[src/sv/mcu_alu_execute_with_flags_top_macros.svh]
// ----------------------------------------------------------------------------
// Assertion macros
// Shared concurrent assertion forms for the execute block.
// ----------------------------------------------------------------------------
`ifndef MCU_ALU_EXECUTE_WITH_FLAGS_TOP_MACROS_SVH
`define MCU_ALU_EXECUTE_WITH_FLAGS_TOP_MACROS_SVH

// Antecedent implies consequent in the same cycle.
`define MCUAEF_ASSERT_SAME(lbl, clk, rst, ante, cons) \
   lbl: assert property (@(posedge clk) disable iff (rst) (ante) |-> (cons)) \
      else $error("same-cycle check failed");

// Antecedent implies consequent in the following cycle.
`define MCUAEF_ASSERT_NEXT(lbl, clk, rst, ante, cons) \
   lbl: assert property (@(posedge clk) disable iff (rst) (ante) |=> (cons)) \
      else $error("next-cycle check failed");

`endif

[src/sv/mcuaef_pkg.sv]
// ----------------------------------------------------------------------------
// mcuaef_pkg
// Types, codes and helper functions for the ALU execute block.
// ----------------------------------------------------------------------------
`default_nettype none

package mcuaef_pkg;

   localparam int PC_BITS_DEF = 16;
   localparam int REG_COUNT   = 32;
   localparam int BANK_DEPTH  = REG_COUNT / 2;
   localparam int DELTA_BITS  = 14;

   typedef enum logic [4:0] {
      K_ADD    = 5'd0,
      K_ADC    = 5'd1,
      K_SUB    = 5'd2,
      K_SUBI   = 5'd3,
      K_SBC    = 5'd4,
      K_SBCI   = 5'd5,
      K_ADIW   = 5'd6,
      K_SBIW   = 5'd7,
      K_AND    = 5'd8,
      K_ANDI   = 5'd9,
      K_OR     = 5'd10,
      K_ORI    = 5'd11,
      K_EOR    = 5'd12,
      K_COM    = 5'd13,
      K_NEG    = 5'd14,
      K_INC    = 5'd15,
      K_DEC    = 5'd16,
      K_CP     = 5'd17,
      K_CPC    = 5'd18,
      K_CPI    = 5'd19,
      K_MUL    = 5'd20,
      K_MULS   = 5'd21,
      K_MULSU  = 5'd22,
      K_FMUL   = 5'd23,
      K_FMULS  = 5'd24,
      K_LDI    = 5'd25,
      K_RJMP   = 5'd26,
      K_BRANCH = 5'd27,
      K_FMULSU = 5'd28,
      K_OTHER  = 5'd29
   } kind_type;

   typedef struct packed {
      logic [4:0] a;
      logic [4:0] b;
   } rd_pair_type;

   typedef struct packed {
      logic [7:0]            flags;
      logic [4:0]            idx;
      logic [7:0]            lo;
      logic [7:0]            hi;
      logic                  wl;
      logic                  wh;
      logic                  taken;
      logic                  lng;
      logic [DELTA_BITS-1:0] delta;
   } exec_res_type;

   function automatic rd_pair_type rd_addr(input logic [4:0] kind, input logic [15:0] w);
      rd_pair_type r;
      r = '0;
      case (kind_type'(kind)) inside
         K_ADD, K_ADC, K_SUB, K_SBC, K_CP, K_CPC, K_AND, K_OR, K_EOR, K_MUL: begin
            r.a = w[8:4];
            r.b = {w[9], w[3:0]};
         end
         K_COM, K_NEG, K_INC, K_DEC: begin
            r.a = w[8:4];
         end
         K_SUBI, K_SBCI, K_CPI, K_ANDI, K_ORI: begin
            r.a = {1'b1, w[7:4]};
         end
         K_ADIW, K_SBIW: begin
            r.a = {2'b11, w[5:4], 1'b0};
            r.b = {2'b11, w[5:4], 1'b1};
         end
         K_MULS: begin
            r.a = {1'b1, w[7:4]};
            r.b = {1'b1, w[3:0]};
         end
         K_MULSU, K_FMUL, K_FMULS, K_FMULSU: begin
            r.a = {2'b10, w[6:4]};
            r.b = {2'b10, w[2:0]};
         end
         default: begin
            r = '0;
         end
      endcase
      return r;
   endfunction

   function automatic logic [7:0] put_flags(input logic [7:0] old, input logic [7:0] keep,
                                            input logic c, input logic z, input logic n,
                                            input logic v, input logic h);
      logic [7:0] full;
      full = {2'b00, h, n ^ v, v, n, z, c};
      return (old & keep) | (full & ~keep);
   endfunction

   function automatic logic [7:0] flags_add(input logic [7:0] old, input logic [7:0] a,
                                            input logic [7:0] b, input logic [7:0] r);
      logic [7:0] cy;
      logic       v;
      cy = (a & b) | (~r & (a | b));
      v  = (a[7] & b[7] & ~r[7]) | (~a[7] & ~b[7] & r[7]);
      return put_flags(old, 8'hc0, cy[7], r == 8'h00, r[7], v, cy[3]);
   endfunction

   function automatic logic [7:0] flags_sub(input logic [7:0] old, input logic [7:0] a,
                                            input logic [7:0] b, input logic [7:0] r,
                                            input logic chain);
      logic [7:0] bw;
      logic       v;
      logic       z;
      bw = (~a & b) | (b & r) | (~a & r);
      v  = (a[7] & ~b[7] & ~r[7]) | (~a[7] & b[7] & r[7]);
      z  = (r == 8'h00) & (~chain | old[1]);
      return put_flags(old, 8'hc0, bw[7], z, r[7], v, bw[3]);
   endfunction

endpackage

`default_nettype wire

[src/sv/mcuaef_ram.sv]
// ----------------------------------------------------------------------------
// mcuaef_ram
// Generic single-write, single-read RAM with a registered read port.
// ----------------------------------------------------------------------------
`default_nettype none

module mcuaef_ram #(
   parameter int WIDTH = 8,
   parameter int DEPTH = 16
) (
   input  wire logic                     clock,
   input  wire logic                     we,
   input  wire logic [$clog2(DEPTH)-1:0] waddr,
   input  wire logic [WIDTH-1:0]         wdata,
   input  wire logic                     re,
   input  wire logic [$clog2(DEPTH)-1:0] raddr,
   output logic      [WIDTH-1:0]         rdata
);

   logic [WIDTH-1:0] mem_ff [DEPTH];

   always_ff @(posedge clock) begin
      if (we) begin
         mem_ff[waddr] <= wdata;
      end
      if (re) begin
         rdata <= mem_ff[raddr];
      end
   end

endmodule

`default_nettype wire

[src/sv/mcuaef_exec.sv]
// ----------------------------------------------------------------------------
// mcuaef_exec
// Combinational execute logic: results, flags, register writes and pc step.
// ----------------------------------------------------------------------------
`default_nettype none

module mcuaef_exec
   import mcuaef_pkg::*;
(
   input  wire logic [4:0]   kind,
   input  wire logic [15:0]  word,
   input  wire logic [7:0]   op_a,
   input  wire logic [7:0]   op_b,
   input  wire logic [7:0]   flags,
   output exec_res_type      res
);

   logic               cin;
   logic [7:0]         imm;
   logic [7:0]         r8;
   logic [15:0]        old16;
   logic [15:0]        res16;
   logic [15:0]        prod;
   logic signed [17:0] p18;
   logic               sa;
   logic               sb;
   logic               c;
   logic               v;
   logic               tk;

   always_comb begin
      cin   = flags[0];
      imm   = {word[11:8], word[3:0]};
      r8    = '0;
      old16 = {op_b, op_a};
      res16 = '0;
      sa    = 1'b0;
      sb    = 1'b0;
      c     = 1'b0;
      v     = 1'b0;
      tk    = 1'b0;
      p18   = '0;
      prod  = '0;
      res       = '0;
      res.flags = flags;
      res.delta = DELTA_BITS'(2);
      unique case (kind_type'(kind)) inside
         K_ADD, K_ADC: begin
            r8 = op_a + op_b + {7'b0, cin & (kind == K_ADC)};
            res.flags = flags_add(flags, op_a, op_b, r8);
            res.idx = word[8:4]; res.lo = r8; res.wl = 1'b1;
         end
         K_SUB, K_SBC, K_CP, K_CPC: begin
            r8 = op_a - op_b - {7'b0, cin & ((kind == K_SBC) | (kind == K_CPC))};
            res.flags = flags_sub(flags, op_a, op_b, r8, (kind == K_SBC) | (kind == K_CPC));
            if ((kind == K_SUB) || (kind == K_SBC)) begin
               res.idx = word[8:4]; res.lo = r8; res.wl = 1'b1;
            end
         end
         K_SUBI, K_SBCI, K_CPI: begin
            r8 = op_a - imm - {7'b0, cin & (kind == K_SBCI)};
            res.flags = flags_sub(flags, op_a, imm, r8, kind == K_SBCI);
            if (kind != K_CPI) begin
               res.idx = {1'b1, word[7:4]}; res.lo = r8; res.wl = 1'b1;
            end
         end
         K_ADIW, K_SBIW: begin
            if (kind == K_ADIW) begin
               res16 = old16 + {10'b0, word[7:6], word[3:0]};
               c = ~res16[15] & op_b[7];
               v = res16[15] & ~op_b[7];
            end else begin
               res16 = old16 - {10'b0, word[7:6], word[3:0]};
               c = res16[15] & ~op_b[7];
               v = ~res16[15] & op_b[7];
            end
            res.flags = put_flags(flags, 8'he0, c, res16 == 16'h0000, res16[15], v, 1'b0);
            res.idx = {2'b11, word[5:4], 1'b0};
            res.lo = res16[7:0]; res.hi = res16[15:8];
            res.wl = 1'b1; res.wh = 1'b1; res.lng = 1'b1;
         end
         K_AND, K_OR, K_EOR: begin
            r8 = (kind == K_AND) ? (op_a & op_b) : (kind == K_OR) ? (op_a | op_b)
                                                                  : (op_a ^ op_b);
            res.flags = put_flags(flags, 8'he1, 1'b0, r8 == 8'h00, r8[7], 1'b0, 1'b0);
            res.idx = word[8:4]; res.lo = r8; res.wl = 1'b1;
         end
         K_ANDI, K_ORI: begin
            r8 = (kind == K_ANDI) ? (op_a & imm) : (op_a | imm);
            res.flags = put_flags(flags, 8'he1, 1'b0, r8 == 8'h00, r8[7], 1'b0, 1'b0);
            res.idx = {1'b1, word[7:4]}; res.lo = r8; res.wl = 1'b1;
         end
         K_COM: begin
            r8 = ~op_a;
            res.flags = put_flags(flags, 8'he0, 1'b1, r8 == 8'h00, r8[7], 1'b0, 1'b0);
            res.idx = word[8:4]; res.lo = r8; res.wl = 1'b1;
         end
         K_NEG: begin
            r8 = 8'h00 - op_a;
            res.flags = flags_sub(flags, 8'h00, op_a, r8, 1'b0);
            res.idx = word[8:4]; res.lo = r8; res.wl = 1'b1;
         end
         K_INC, K_DEC: begin
            r8 = (kind == K_INC) ? (op_a + 8'd1) : (op_a - 8'd1);
            v  = (kind == K_INC) ? (r8 == 8'h80) : (r8 == 8'h7f);
            res.flags = put_flags(flags, 8'he1, 1'b0, r8 == 8'h00, r8[7], v, 1'b0);
            res.idx = word[8:4]; res.lo = r8; res.wl = 1'b1;
         end
         K_MUL, K_MULS, K_MULSU, K_FMUL, K_FMULS, K_FMULSU: begin
            sa   = (kind == K_MULS) | (kind == K_MULSU) | (kind == K_FMULS) | (kind == K_FMULSU);
            sb   = (kind == K_MULS) | (kind == K_FMULS);
            p18  = $signed({sa & op_a[7], op_a}) * $signed({sb & op_b[7], op_b});
            prod = p18[15:0];
            if ((kind == K_FMUL) || (kind == K_FMULS) || (kind == K_FMULSU)) begin
               res16 = {prod[14:0], 1'b0};
            end else begin
               res16 = prod;
            end
            res.flags = put_flags(flags, 8'hfc, prod[15], res16 == 16'h0000, 1'b0, 1'b0, 1'b0);
            res.idx = 5'd0; res.lo = res16[7:0]; res.hi = res16[15:8];
            res.wl = 1'b1; res.wh = 1'b1; res.lng = 1'b1;
         end
         K_LDI: begin
            res.idx = {1'b1, word[7:4]}; res.lo = imm; res.wl = 1'b1;
         end
         K_RJMP: begin
            res.delta = ({{2{word[11]}}, word[11:0]} + DELTA_BITS'(1)) << 1;
            res.taken = 1'b1; res.lng = 1'b1;
         end
         K_BRANCH: begin
            tk = flags[word[2:0]] ^ word[10];
            res.taken = tk;
            if (tk) begin
               res.delta = ({{7{word[9]}}, word[9:3]} + DELTA_BITS'(1)) << 1;
               res.lng   = 1'b1;
            end
         end
         default: begin
            res.delta = DELTA_BITS'(2);
         end
      endcase
   end

endmodule

`default_nettype wire

[src/sv/mcu_alu_execute_with_flags_top.sv]
// ----------------------------------------------------------------------------
// mcu_alu_execute_with_flags_top
// Executes one classified instruction per transfer against a register file,
// a status register and a program counter, and reports the outcome.
//
//  Channel | Direction | Payload
//  req_    | in        | kind, instr_word
//  rsp_    | out       | next_pc, status_flags, dest_index, dest_low, dest_high,
//          |           | write_low, write_high, branch_taken, long_instruction
//
// One instruction per cycle unless the result stalls; the register file read
// is registered, then the execution result is registered into the response.
// The register file sits in two banked RAM pairs with registered reads, and
// the write of the executing instruction is bypassed to the one being read.
// Reset clears the register valid bits, flags and pc; no clearing pass.
// A stalled result holds the execute stage, which in turn holds the request.
// ----------------------------------------------------------------------------
`default_nettype none
`include "mcu_alu_execute_with_flags_top_macros.svh"

module mcu_alu_execute_with_flags_top
   import mcuaef_pkg::*;
#(
   parameter int PC_BITS = PC_BITS_DEF
) (
   input  wire logic        clock,
   input  wire logic        reset,
   input  wire logic        req_tvalid,
   output logic             req_tready,
   input  wire logic [23:0] req_tdata,  // kind[4:0], instr_word[20:5], zero[23:21]
   output logic             rsp_tvalid,
   input  wire logic        rsp_tready,
   output logic      [55:0] rsp_tdata   // next_pc[15:0], status_flags[23:16],
                                        // dest_index[28:24], dest_low[36:29],
                                        // dest_high[44:37], write_low[45],
                                        // write_high[46], branch_taken[47],
                                        // long_instruction[48], zero[55:49]
);

   localparam int BA = $clog2(BANK_DEPTH);

   logic                acc;
   rd_pair_type         rda;
   logic                s1_v_ff;
   logic                s1_fire;
   logic [4:0]          kind_ff;
   logic [15:0]         word_ff;
   logic                byp_a_ff, byp_b_ff, vld_a_ff, vld_b_ff, sel_a_ff, sel_b_ff;
   logic [7:0]          bypd_a_ff, bypd_b_ff;
   logic                byp_a_in, byp_b_in;
   logic [7:0]          bypd_a_in, bypd_b_in;
   logic [REG_COUNT-1:0] vld_ff;
   logic [7:0]          q_ae, q_ao, q_be, q_bo;
   logic [7:0]          op_a, op_b;
   logic [7:0]          flags_ff;
   logic [PC_BITS-1:0]  pc_ff, pc_in;
   exec_res_type        ex;
   logic                ev_we, od_we;
   logic [4:0]          ev_addr, od_addr, idx_p1;
   logic [7:0]          ev_data, od_data;
   logic                rsp_v_ff;
   logic [55:0]         rsp_d_ff;

   assign s1_fire    = s1_v_ff && (!rsp_v_ff || rsp_tready);
   assign req_tready = !s1_v_ff || s1_fire;
   assign acc        = req_tvalid && req_tready;
   assign rda        = rd_addr(req_tdata[4:0], req_tdata[20:5]);

   assign idx_p1 = ex.idx + 5'd1;
   always_comb begin
      ev_we = 1'b0; ev_addr = ex.idx; ev_data = ex.lo;
      od_we = 1'b0; od_addr = ex.idx; od_data = ex.lo;
      if (ex.wl && !ex.idx[0]) begin
         ev_we = s1_fire;
      end else if (ex.wh && ex.idx[0]) begin
         ev_we = s1_fire; ev_addr = idx_p1; ev_data = ex.hi;
      end
      if (ex.wl && ex.idx[0]) begin
         od_we = s1_fire;
      end else if (ex.wh && !ex.idx[0]) begin
         od_we = s1_fire; od_addr = idx_p1; od_data = ex.hi;
      end
   end

   always_comb begin
      byp_a_in  = 1'b0; bypd_a_in = ev_data;
      byp_b_in  = 1'b0; bypd_b_in = ev_data;
      if (ev_we && (ev_addr == rda.a)) begin
         byp_a_in = 1'b1;
      end else if (od_we && (od_addr == rda.a)) begin
         byp_a_in = 1'b1; bypd_a_in = od_data;
      end
      if (ev_we && (ev_addr == rda.b)) begin
         byp_b_in = 1'b1;
      end else if (od_we && (od_addr == rda.b)) begin
         byp_b_in = 1'b1; bypd_b_in = od_data;
      end
   end

   mcuaef_ram #(.WIDTH(8), .DEPTH(BANK_DEPTH)) u_ram_ae (
      .clock(clock), .we(ev_we), .waddr(ev_addr[4:1]), .wdata(ev_data),
      .re(acc), .raddr(rda.a[BA:1]), .rdata(q_ae));
   mcuaef_ram #(.WIDTH(8), .DEPTH(BANK_DEPTH)) u_ram_ao (
      .clock(clock), .we(od_we), .waddr(od_addr[4:1]), .wdata(od_data),
      .re(acc), .raddr(rda.a[BA:1]), .rdata(q_ao));
   mcuaef_ram #(.WIDTH(8), .DEPTH(BANK_DEPTH)) u_ram_be (
      .clock(clock), .we(ev_we), .waddr(ev_addr[4:1]), .wdata(ev_data),
      .re(acc), .raddr(rda.b[BA:1]), .rdata(q_be));
   mcuaef_ram #(.WIDTH(8), .DEPTH(BANK_DEPTH)) u_ram_bo (
      .clock(clock), .we(od_we), .waddr(od_addr[4:1]), .wdata(od_data),
      .re(acc), .raddr(rda.b[BA:1]), .rdata(q_bo));

   always_ff @(posedge clock) begin
      if (acc) begin
         kind_ff   <= req_tdata[4:0];
         word_ff   <= req_tdata[20:5];
         byp_a_ff  <= byp_a_in;
         byp_b_ff  <= byp_b_in;
         bypd_a_ff <= bypd_a_in;
         bypd_b_ff <= bypd_b_in;
         vld_a_ff  <= vld_ff[rda.a];
         vld_b_ff  <= vld_ff[rda.b];
         sel_a_ff  <= rda.a[0];
         sel_b_ff  <= rda.b[0];
      end
   end

   assign op_a = byp_a_ff ? bypd_a_ff : (vld_a_ff ? (sel_a_ff ? q_ao : q_ae) : 8'h00);
   assign op_b = byp_b_ff ? bypd_b_ff : (vld_b_ff ? (sel_b_ff ? q_bo : q_be) : 8'h00);

   mcuaef_exec u_exec (
      .kind(kind_ff), .word(word_ff), .op_a(op_a), .op_b(op_b),
      .flags(flags_ff), .res(ex));

   assign pc_in = pc_ff + PC_BITS'($signed(ex.delta));

   always_ff @(posedge clock) begin
      if (reset) begin
         s1_v_ff  <= 1'b0;
         rsp_v_ff <= 1'b0;
         vld_ff   <= '0;
         flags_ff <= '0;
         pc_ff    <= '0;
      end else begin
         if (acc) begin
            s1_v_ff <= 1'b1;
         end else if (s1_fire) begin
            s1_v_ff <= 1'b0;
         end
         if (s1_fire) begin
            rsp_v_ff <= 1'b1;
         end else if (rsp_tready) begin
            rsp_v_ff <= 1'b0;
         end
         if (ev_we) begin
            vld_ff[ev_addr] <= 1'b1;
         end
         if (od_we) begin
            vld_ff[od_addr] <= 1'b1;
         end
         if (s1_fire) begin
            flags_ff <= ex.flags;
            pc_ff    <= pc_in;
         end
      end
   end

   always_ff @(posedge clock) begin
      if (s1_fire) begin
         rsp_d_ff <= {7'b0, ex.lng, ex.taken, ex.wh, ex.wl,
                      ex.wh ? ex.hi : 8'h00,
                      ex.wl ? ex.lo : 8'h00,
                      ex.wl ? ex.idx : 5'd0,
                      ex.flags, 16'(pc_in)};
      end
   end

   assign rsp_tvalid = rsp_v_ff;
   assign rsp_tdata  = rsp_d_ff;

   `MCUAEF_ASSERT_NEXT(a_fire_gives_result, clock, reset, s1_fire, rsp_tvalid)
   `MCUAEF_ASSERT_NEXT(a_stall_holds_stage, clock, reset, s1_v_ff && !s1_fire, s1_v_ff)
   `MCUAEF_ASSERT_SAME(a_pair_even, clock, reset, s1_v_ff && ex.wh, ex.wl && !ex.idx[0])
   `MCUAEF_ASSERT_SAME(a_one_bank_write, clock, reset, ev_we && od_we, ex.wl && ex.wh)

endmodule

`default_nettype wire

[config.mk]
export PLATFORM = sky130hd
export DESIGN_NAME = mcu_alu_execute_with_flags_top
export DESIGN_NICKNAME = d
export VERILOG_FILES = /design/src/sv/mcuaef_pkg.sv /design/src/sv/mcuaef_ram.sv /design/src/sv/mcuaef_exec.sv /design/src/sv/mcu_alu_execute_with_flags_top.sv
export VERILOG_INCLUDE_DIRS = /design/src /design/src/sv
export SDC_FILE = /design/constraint.sdc
export NUM_CORES = 1
export LEC_CHECK = 0
export BUFFER_PORTS_ARGS = -buffer_cell sky130_fd_sc_hd__buf_2
export CAP_MARGIN = 30
export CORE_UTILIZATION = 40
export CTS_CLUSTER_DIAMETER = 150
export DETAILED_ROUTE_END_ITERATION = 6
export GPL_ROUTABILITY_DRIVEN = 0
export GPL_TIMING_DRIVEN = 0
export SLEW_MARGIN = 40
export SYNTH_ARGS = -nofsm -noshare
export SYNTH_HDL_FRONTEND = slang
export SYNTH_HIERARCHICAL = 1
export SYNTH_SLANG_ARGS = --single-unit
[constraint.sdc]
create_clock -name clock -period 8.2 [get_ports clock]
set_input_delay 1.23 -clock clock [delete_from_list [all_inputs] [get_ports clock]]
set_output_delay 1.23 -clock clock [all_outputs]
set_load 0.01 [all_outputs]
==> results of run 1 <==
-- metrics by stage --
stage / util / hold slack, ps
floorplan: - / 441
detailed placement: 0.429 / 454
global route: 0.459 / 478
CTS: 0.458 / 462
global placement: 0.426 / 448
finish: 0.459 / 461
-- registers in the layout, summed over array words and instances (netlist names), 5 cells and up --
name / flops
u_ram_bo/mem_ff: 128
flags_ff: 8
vld_ff: 32
pc_ff: 16
bypd_b_ff: 8
u_ram_be/mem_ff: 128
rsp_tdata: 49
u_ram_ae/rdata: 8
u_ram_be/rdata: 8
kind_ff: 5
u_ram_ao/mem_ff: 128
u_ram_bo/rdata: 8
word_ff: 12
bypd_a_ff: 8
u_ram_ae/mem_ff: 128
u_ram_ao/rdata: 8
-- worst paths after layout --
check	start	to	slack, ps	cells past startpoint
worst min register to register	pc_ff[6]$_SDFFE_PP0P_	pc_ff[6]$_SDFFE_PP0P_	460	2
worst max-delay path	byp_b_ff$_SDFFCE_PP1P_	bypd_b_ff[7]$_DFFE_PP_	330	29
worst min-delay path	pc_ff[6]$_SDFFE_PP0P_	pc_ff[6]$_SDFFE_PP0P_	460	2
worst max register to register	byp_b_ff$_SDFFCE_PP1P_	bypd_b_ff[7]$_DFFE_PP_	330	29
-- timing repair --
item | CTS | global route
endpoints found under the hold margin | 0 | 0
gates resized for setup | 8 | 22
setup buffers | 4 | 4
gates cloned | 0 | 0
pin swaps | 1 | 1
setup endpoints to repair | 325 | 360
-- where the power goes --
| part | total [mW] | switching [mW] | leakage (nW) | internal (mW) |
|---|---|---|---|---|
| combinational | 2.35 | 1.60 | 7.55 | 0.743 |
| clock | 3.45 | 1.41 | 1.23 | 2.03 |
| sequential | 4.24 | 0.0402 | 6.28 | 4.20 |
-- worst max-delay path, delay by kind of cell (launching register included) --
kind,cells,cell delay [ps]
flip-flops,1,350
AND/OR/NAND/NOR,4,1400
XOR/XNOR,1,200
adder cells (fa/ha/maj),6,2750
multiplexers,2,230
buffers and inverters,9,1210
AO/OA/AOI/OAI,7,1480
-- cells in the final DEF (no fill, tap or decap), types with 32 or more instances in the layout --
cell type,instances
sky130_fd_sc_hd__a21oi_1,114
sky130_fd_sc_hd__a22oi_1,77
sky130_fd_sc_hd__and2_1,35
sky130_fd_sc_hd__buf_2,104
sky130_fd_sc_hd__clkbuf_1,62
sky130_fd_sc_hd__clkbuf_16,75
sky130_fd_sc_hd__dfxtp_1,58
sky130_fd_sc_hd__edfxtp_1,632
sky130_fd_sc_hd__fa_1,75
sky130_fd_sc_hd__ha_1,139
sky130_fd_sc_hd__inv_1,150
sky130_fd_sc_hd__mux2i_1,86
sky130_fd_sc_hd__mux4_1,56
sky130_fd_sc_hd__mux4_2,74
sky130_fd_sc_hd__nand2_1,213
sky130_fd_sc_hd__nand3_1,47
sky130_fd_sc_hd__nor2_1,213
sky130_fd_sc_hd__nor3_1,37
sky130_fd_sc_hd__o21ai_0,69
sky130_fd_sc_hd__o22ai_1,32
sky130_fd_sc_hd__xnor2_1,86
-- layout make-up --
cell class / count / area, sq um / share of cell area
Sequential cell: 690 / 20100 / 0.485
Multi-Input combinational cell: 1781 / 15300 / 0.369
Clock buffer: 88 / 1940 / 0.0466
Tap cell: 1176 / 1470 / 0.0354
Buffer: 137 / 852 / 0.0205
Inverter: 181 / 716 / 0.0172
Clock inverter: 44 / 603 / 0.0145
Timing Repair Buffer: 86 / 518 / 0.0125
Antenna cell: 3 / 7.51 / 0.000181
-- per-layer routing --
| layer | track usage | up-vias | share of wire |
|---|---|---|---|
| met4 | 0.0990 | 0 | 0.049 |
| met3 | 0.0430 | 350 | 0.081 |
| met1 | 0.276 | 12200 | 0.40 |
| met2 | 0.356 | 1201 | 0.47 |
| met5 | 0 | - | 0 |
| li1 | - | 10800 | - |
==> summary.md, run 1 <==
| Metric | Value |
|---|---|
| Final cell count without fillers | `about 4200` |
| Deepest clock path buffer count | `3` |
| Final instance area | `41600 sq um` |
| Worst min path class | `reg2reg` |
| Warnings, synthesis | `6` |
| Cell area after technology mapping | `36800 sq um` |
| Number of buffers inserted during clock tree synthesis | `74` |
| Post-detailed-route DRC marker count | `18` |
| Area of the die | `93100 sq um` |
| Final worst clock skew | `33.4 ps` |
| Delay of the slowest critical-path stage | `670 ps` |
| Via/cell ratio | `roughly 5.9` |
| Initial antenna violation count | `1` |
| Crit Path Max Fanout | `12` |
| Overall Power | `10.0 mW` |
| Average wire per standard cell | `24.3 microns` |
| Placement row count | `110` |
| Synthesized instance count | `2784` |
| Slew at the pin closest to its max-slew limit | `983 ps` |
| Count of buffers from port buffering | `70` |
| Maximum capacitance violations | `0` |
| First-pass GRT wire length | `152 mm` |
| Total negative setup slack | `0 ps` |
| Vertical die dimension | `305 microns` |
| Violated checks | `DRC` |
| Worst rel slew slack | `0.338` |
| Routed Antenna Nets | `0` |
| Via count | `24600` |
| Post-layout net count | `3193` |
| Number of filler instances in the final layout | `7956` |
| Run status | `finished, violations left` |
| Arrival time of the worst setup path | `8240 ps` |
| CP required | `approximately 8600 ps` |
| Clock latency reported for the late side of the worst-skew pair | `640 ps` |
| Kind of launch point of the worst setup path | `flop` |
| Final setup violation count | `0` |
| Aggregate global-route resource usage | `0.216` |
| Clock slew seen by the registers of the worst setup and hold paths | `60 ps` |
| Pre-Repair DR Iteration Count | `7` |
| Power density over the cells | `242 nW/um^2` |
| Fraction of layout instances using a drive strength above 1 | `0.157` |
| Number of failing hold endpoints at the final stage | `0` |
| Number of levels in the clock H-tree | `3` |
| First DRT Iteration DRCs | `2700` |
| Ports | `86` |
| DP Worst Slack | `-573 ps` |
| Number of max-slew violations in the final report | `0` |
| Number of global-route vias before repair | `24600` |
| Clock tree root driver cell | `sky130_fd_sc_hd__clkbuf_16` |
| Crit-path slowest cell | `sky130_fd_sc_hd__or4_1` |
| Portion of the clock cycle consumed by the worst path in the final layout | `0.960` |
| Maximum ir drop on the vdd rail | `0.000174 V` |
| Placed cell count | `4044` |
| Final Critical Period | `just under 8000 ps` |
| Post-CTS Hold Fix Bufs | `0` |
| Starting density of the core | `0.406` |
| Horizontal die dimension | `305 microns` |
| Type of element capturing the critical path | `flop` |
| DRT Wirelength | `between 100 and 150 mm` |
| Remaining global-route overflow | `0` |
| Sum of net half-perimeters after detailed placement | `73.2 mm` |
| Cell type with the highest occurrence count on the critical path | `sky130_fd_sc_hd__fa_1` |
| Area post-placement | `38900 sq um` |
| Core Area | `90600 sq um` |
| Total leakage power | `15.1 nW` |
| TritonCTS clock tree | `yes` |
| Average cell area after synthesis | `around 13 sq um` |
| PnR worst setup slack | `~330 ps` |
| Setup CP Type | `reg2reg` |
| Pin count of the biggest net entering global routing | `47` |
| Layout area overhead | `13.1%` |
| Timing-limited maximum frequency | `127 MHz` |
| Setup repair after global routing missed its margin | `false` |
| CTS sink cnt | `690` |
(Power assumes the default switching activity.)
==> run 2, diff against run 1 <==
Settings changed: CORE_ASPECT_RATIO from default to 1.1, PLACE_DENSITY from default to 0.53.
==> run 2 against run 1 <==
Effect of this change:
- the run now ends clean
- worst hold slack worse by 0.63 ps
- first-iteration DRC count down 24%
- fmax down 0.20%
- via count down 2.1%
- combinational power about the same
- non-clock buffer count down 4
- clock power down 3%
- register-to-register slack worse by 20 ps
- worst setup slack worse by 16 ps
- global-route usage up 0.99 points
- die area about the same
- critical path type unchanged
- largest cell class unchanged
- highest routed layer is now met5
==> summary.md, run 2 (synthesized netlist as in run 1, its figures left out) <==
| Metric | Value |
|---|---|
| Clock latency reported for the late side of the worst-skew pair | `630 ps` |
| Timing-limited maximum frequency | `127 MHz` |
| Type of element capturing the critical path | `flop` |
| Sum of net half-perimeters after detailed placement | `77.3 mm` |
| Initial antenna violation count | `2` |
| Fraction of layout instances using a drive strength above 1 | `0.161` |
| CTS sink cnt | `690` |
| Cell type with the highest occurrence count on the critical path | `sky130_fd_sc_hd__fa_1` |
| Count of buffers from port buffering | `70` |
| Aggregate global-route resource usage | `0.226` |
| DRT Wirelength | `106 mm` |
| Final instance area | `41500 sq um` |
| Area post-placement | `38900 sq um` |
| Part of the power in combinational logic | `0.237` |
| Starting density of the core | `0.404` |
| Final hold slack | `460 ps` |
| First DRT Iteration DRCs | `2045` |
| Power share of the clock group | `0.337` |
| Net Sw Power | `approximately 3.0 mW` |
| Crit Path Max Fanout | `32` |
| Pre-Repair DR Iteration Count | `6` |
| Delay of the slowest critical-path stage | `670 ps` |
| Final worst clock skew | `28.5 ps` |
| Deepest clock path buffer count | `3` |
| Slew at the pin closest to its max-slew limit | `897 ps` |
| Post-layout net count | `3188` |
| Arrival time of the worst setup path | `8280 ps` |
| Sequential Area | `roughly 20000 sq um` |
| Maximum capacitance violations | `0` |
| Maximum ir drop on the vdd rail | `0.000136 V` |
| Internal power contribution | `roughly 6.9 mW` |
| Number of levels in the clock H-tree | `3` |
| Via/cell ratio | `5.76` |
| First-pass GRT wire length | `157 mm` |
| Pin count of the biggest net entering global routing | `35` |
| Commonest non-fill, non-tap cells in the layout | `sky130_fd_sc_hd__edfxtp_1 (632), sky130_fd_sc_hd__nand2_1 (213), sky130_fd_sc_hd__nor2_1 (199)` |
| Horizontal die dimension | `just under 300 microns` |
| Run status | `finished, final reports clean` |
| Via count | `24100` |
| Number of global-route vias before repair | `24600` |
| Inserted Diodes | `0` |
| Ports | `86` |
| Worst min path class | `reg2reg` |
| Fraction of power spent switching nets | `0.304` |
| Portion of the clock cycle consumed by the worst path in the final layout | `0.962` |
| Share of the core filled with cells | `0.456` |
| Clock slew seen by the registers of the worst setup and hold paths | `60 ps` |
| Post-detailed-route DRC marker count | `0` |
| Core Area | `91000 sq um` |
| Area of the die | `just over 90000 sq um` |
| Placement row count | `~120` |
| Overall Power | `9.96 mW` |
| Part of the power in registers | `0.426` |
| Clock tree root driver cell | `sky130_fd_sc_hd__clkbuf_16` |
| Multi-input logic area | `15400 sq um` |
| Kind of launch point of the worst setup path | `flop` |
| Remaining global-route overflow | `0` |
| TritonCTS clock tree | `yes` |
| Setup CP Type | `reg2reg` |
| Final setup violation count | `0` |
| Most common library cell in the layout ignoring fill and taps | `sky130_fd_sc_hd__edfxtp_1` |
| Number of failing hold endpoints at the final stage | `0` |
| Worst rel slew slack | `0.402` |
| Layout area overhead | `13.0%` |
| Final Critical Period | `roughly 8000 ps` |
| Vertical die dimension | `320 microns` |
| Number of buffers inserted during clock tree synthesis | `73` |
| Number of max-slew violations in the final report | `0` |
| Power density over the cells | `240 nW/um^2` |
| Average wire per standard cell | `25.3 microns` |
| Total leakage power | `15.0 nW` |
| Setup repair after global routing missed its margin | `false` |
| Crit-path slowest cell | `sky130_fd_sc_hd__or4_1` |
| CP required | `8590 ps` |
| Number of filler instances in the final layout | `8069` |
| Routed Antenna Nets | `0` |
[run 2: metal layers]
layer	wire, microns	vias to the layer above	GRT usage	share of wire
met5	13	-	0	0.00012
met1	41900	12100	0.275	0.40
met2	53300	866	0.396	0.50
met3	5630	268	0.0320	0.053
met4	5050	2	0.107	0.048
li1	-	10800	-	-
[run 2: power by group through the flow]
stage / Clock [mW] / Sequential, mW / Combinational (mW)
finish: 3.35 / 4.24 / 2.36
global route: 3.56 / 4.25 / 2.54
CTS: 3.43 / 4.25 / 2.32
detailed placement: 0 / 4.32 / 2.30
global placement: 0 / 4.33 / 2.23
floorplan: 0 / 4.31 / 1.45
[run 2: critical path, delay by kind of cell, from the launching register on]
kind                     cells  cell delay (ps)
adder cells (fa/ha/maj)      6             2730
buffers and inverters        8             1370
AND/OR/NAND/NOR              3             1170
AO/OA/AOI/OAI                5             1110
multiplexers                 2              420
XOR/XNOR                     1              400
flip-flops                   1              350
[run 2: path summary, 6_finish.rpt]
kind                               start                                to  slack, ps  cells after the start
hold / removal     pc_ff[6]$_SDFFE_PP0P_             pc_ff[6]$_SDFFE_PP0P_        460                      2
setup reg to reg  byp_b_ff$_SDFFCE_PP1P_  u_ram_be/mem_ff[15][5]$_DFFE_PP_        310                     25
setup / recovery  byp_b_ff$_SDFFCE_PP1P_  u_ram_be/mem_ff[15][5]$_DFFE_PP_        310                     25
hold reg to reg    pc_ff[6]$_SDFFE_PP0P_             pc_ff[6]$_SDFFE_PP0P_        460                      2
[run 2: repair_timing]
action | 4_1_cts | 5_1_grt
gates resized for setup | 9 | 37
setup buffers | 3 | 1
hold buffers | 0 | 0
pin swaps | 1 | 0
setup endpoints to repair | 423 | 421
[run 2: layout make-up]
cell class,count,share of cell area
flip-flops and latches,690,0.485
multi-input cells,1781,0.371
clock buffers,93,0.0471
well taps,1180,0.0356
plain buffers,136,0.0205
inverters,181,0.0176
repair buffers,83,0.0120
clock inverters,36,0.0113
[run 2: stage by stage]
stage | cells | TNS, ps | setup slack, ps
floorplan | 2790 | 0 | 768
global placement | 4040 | -1062490 | -2450
detailed placement | 4049 | -111970 | -673
CTS | 4179 | 0 | 3.65
global route | 4180 | 0 | 16.1
finish | 4180 | 0 | 310
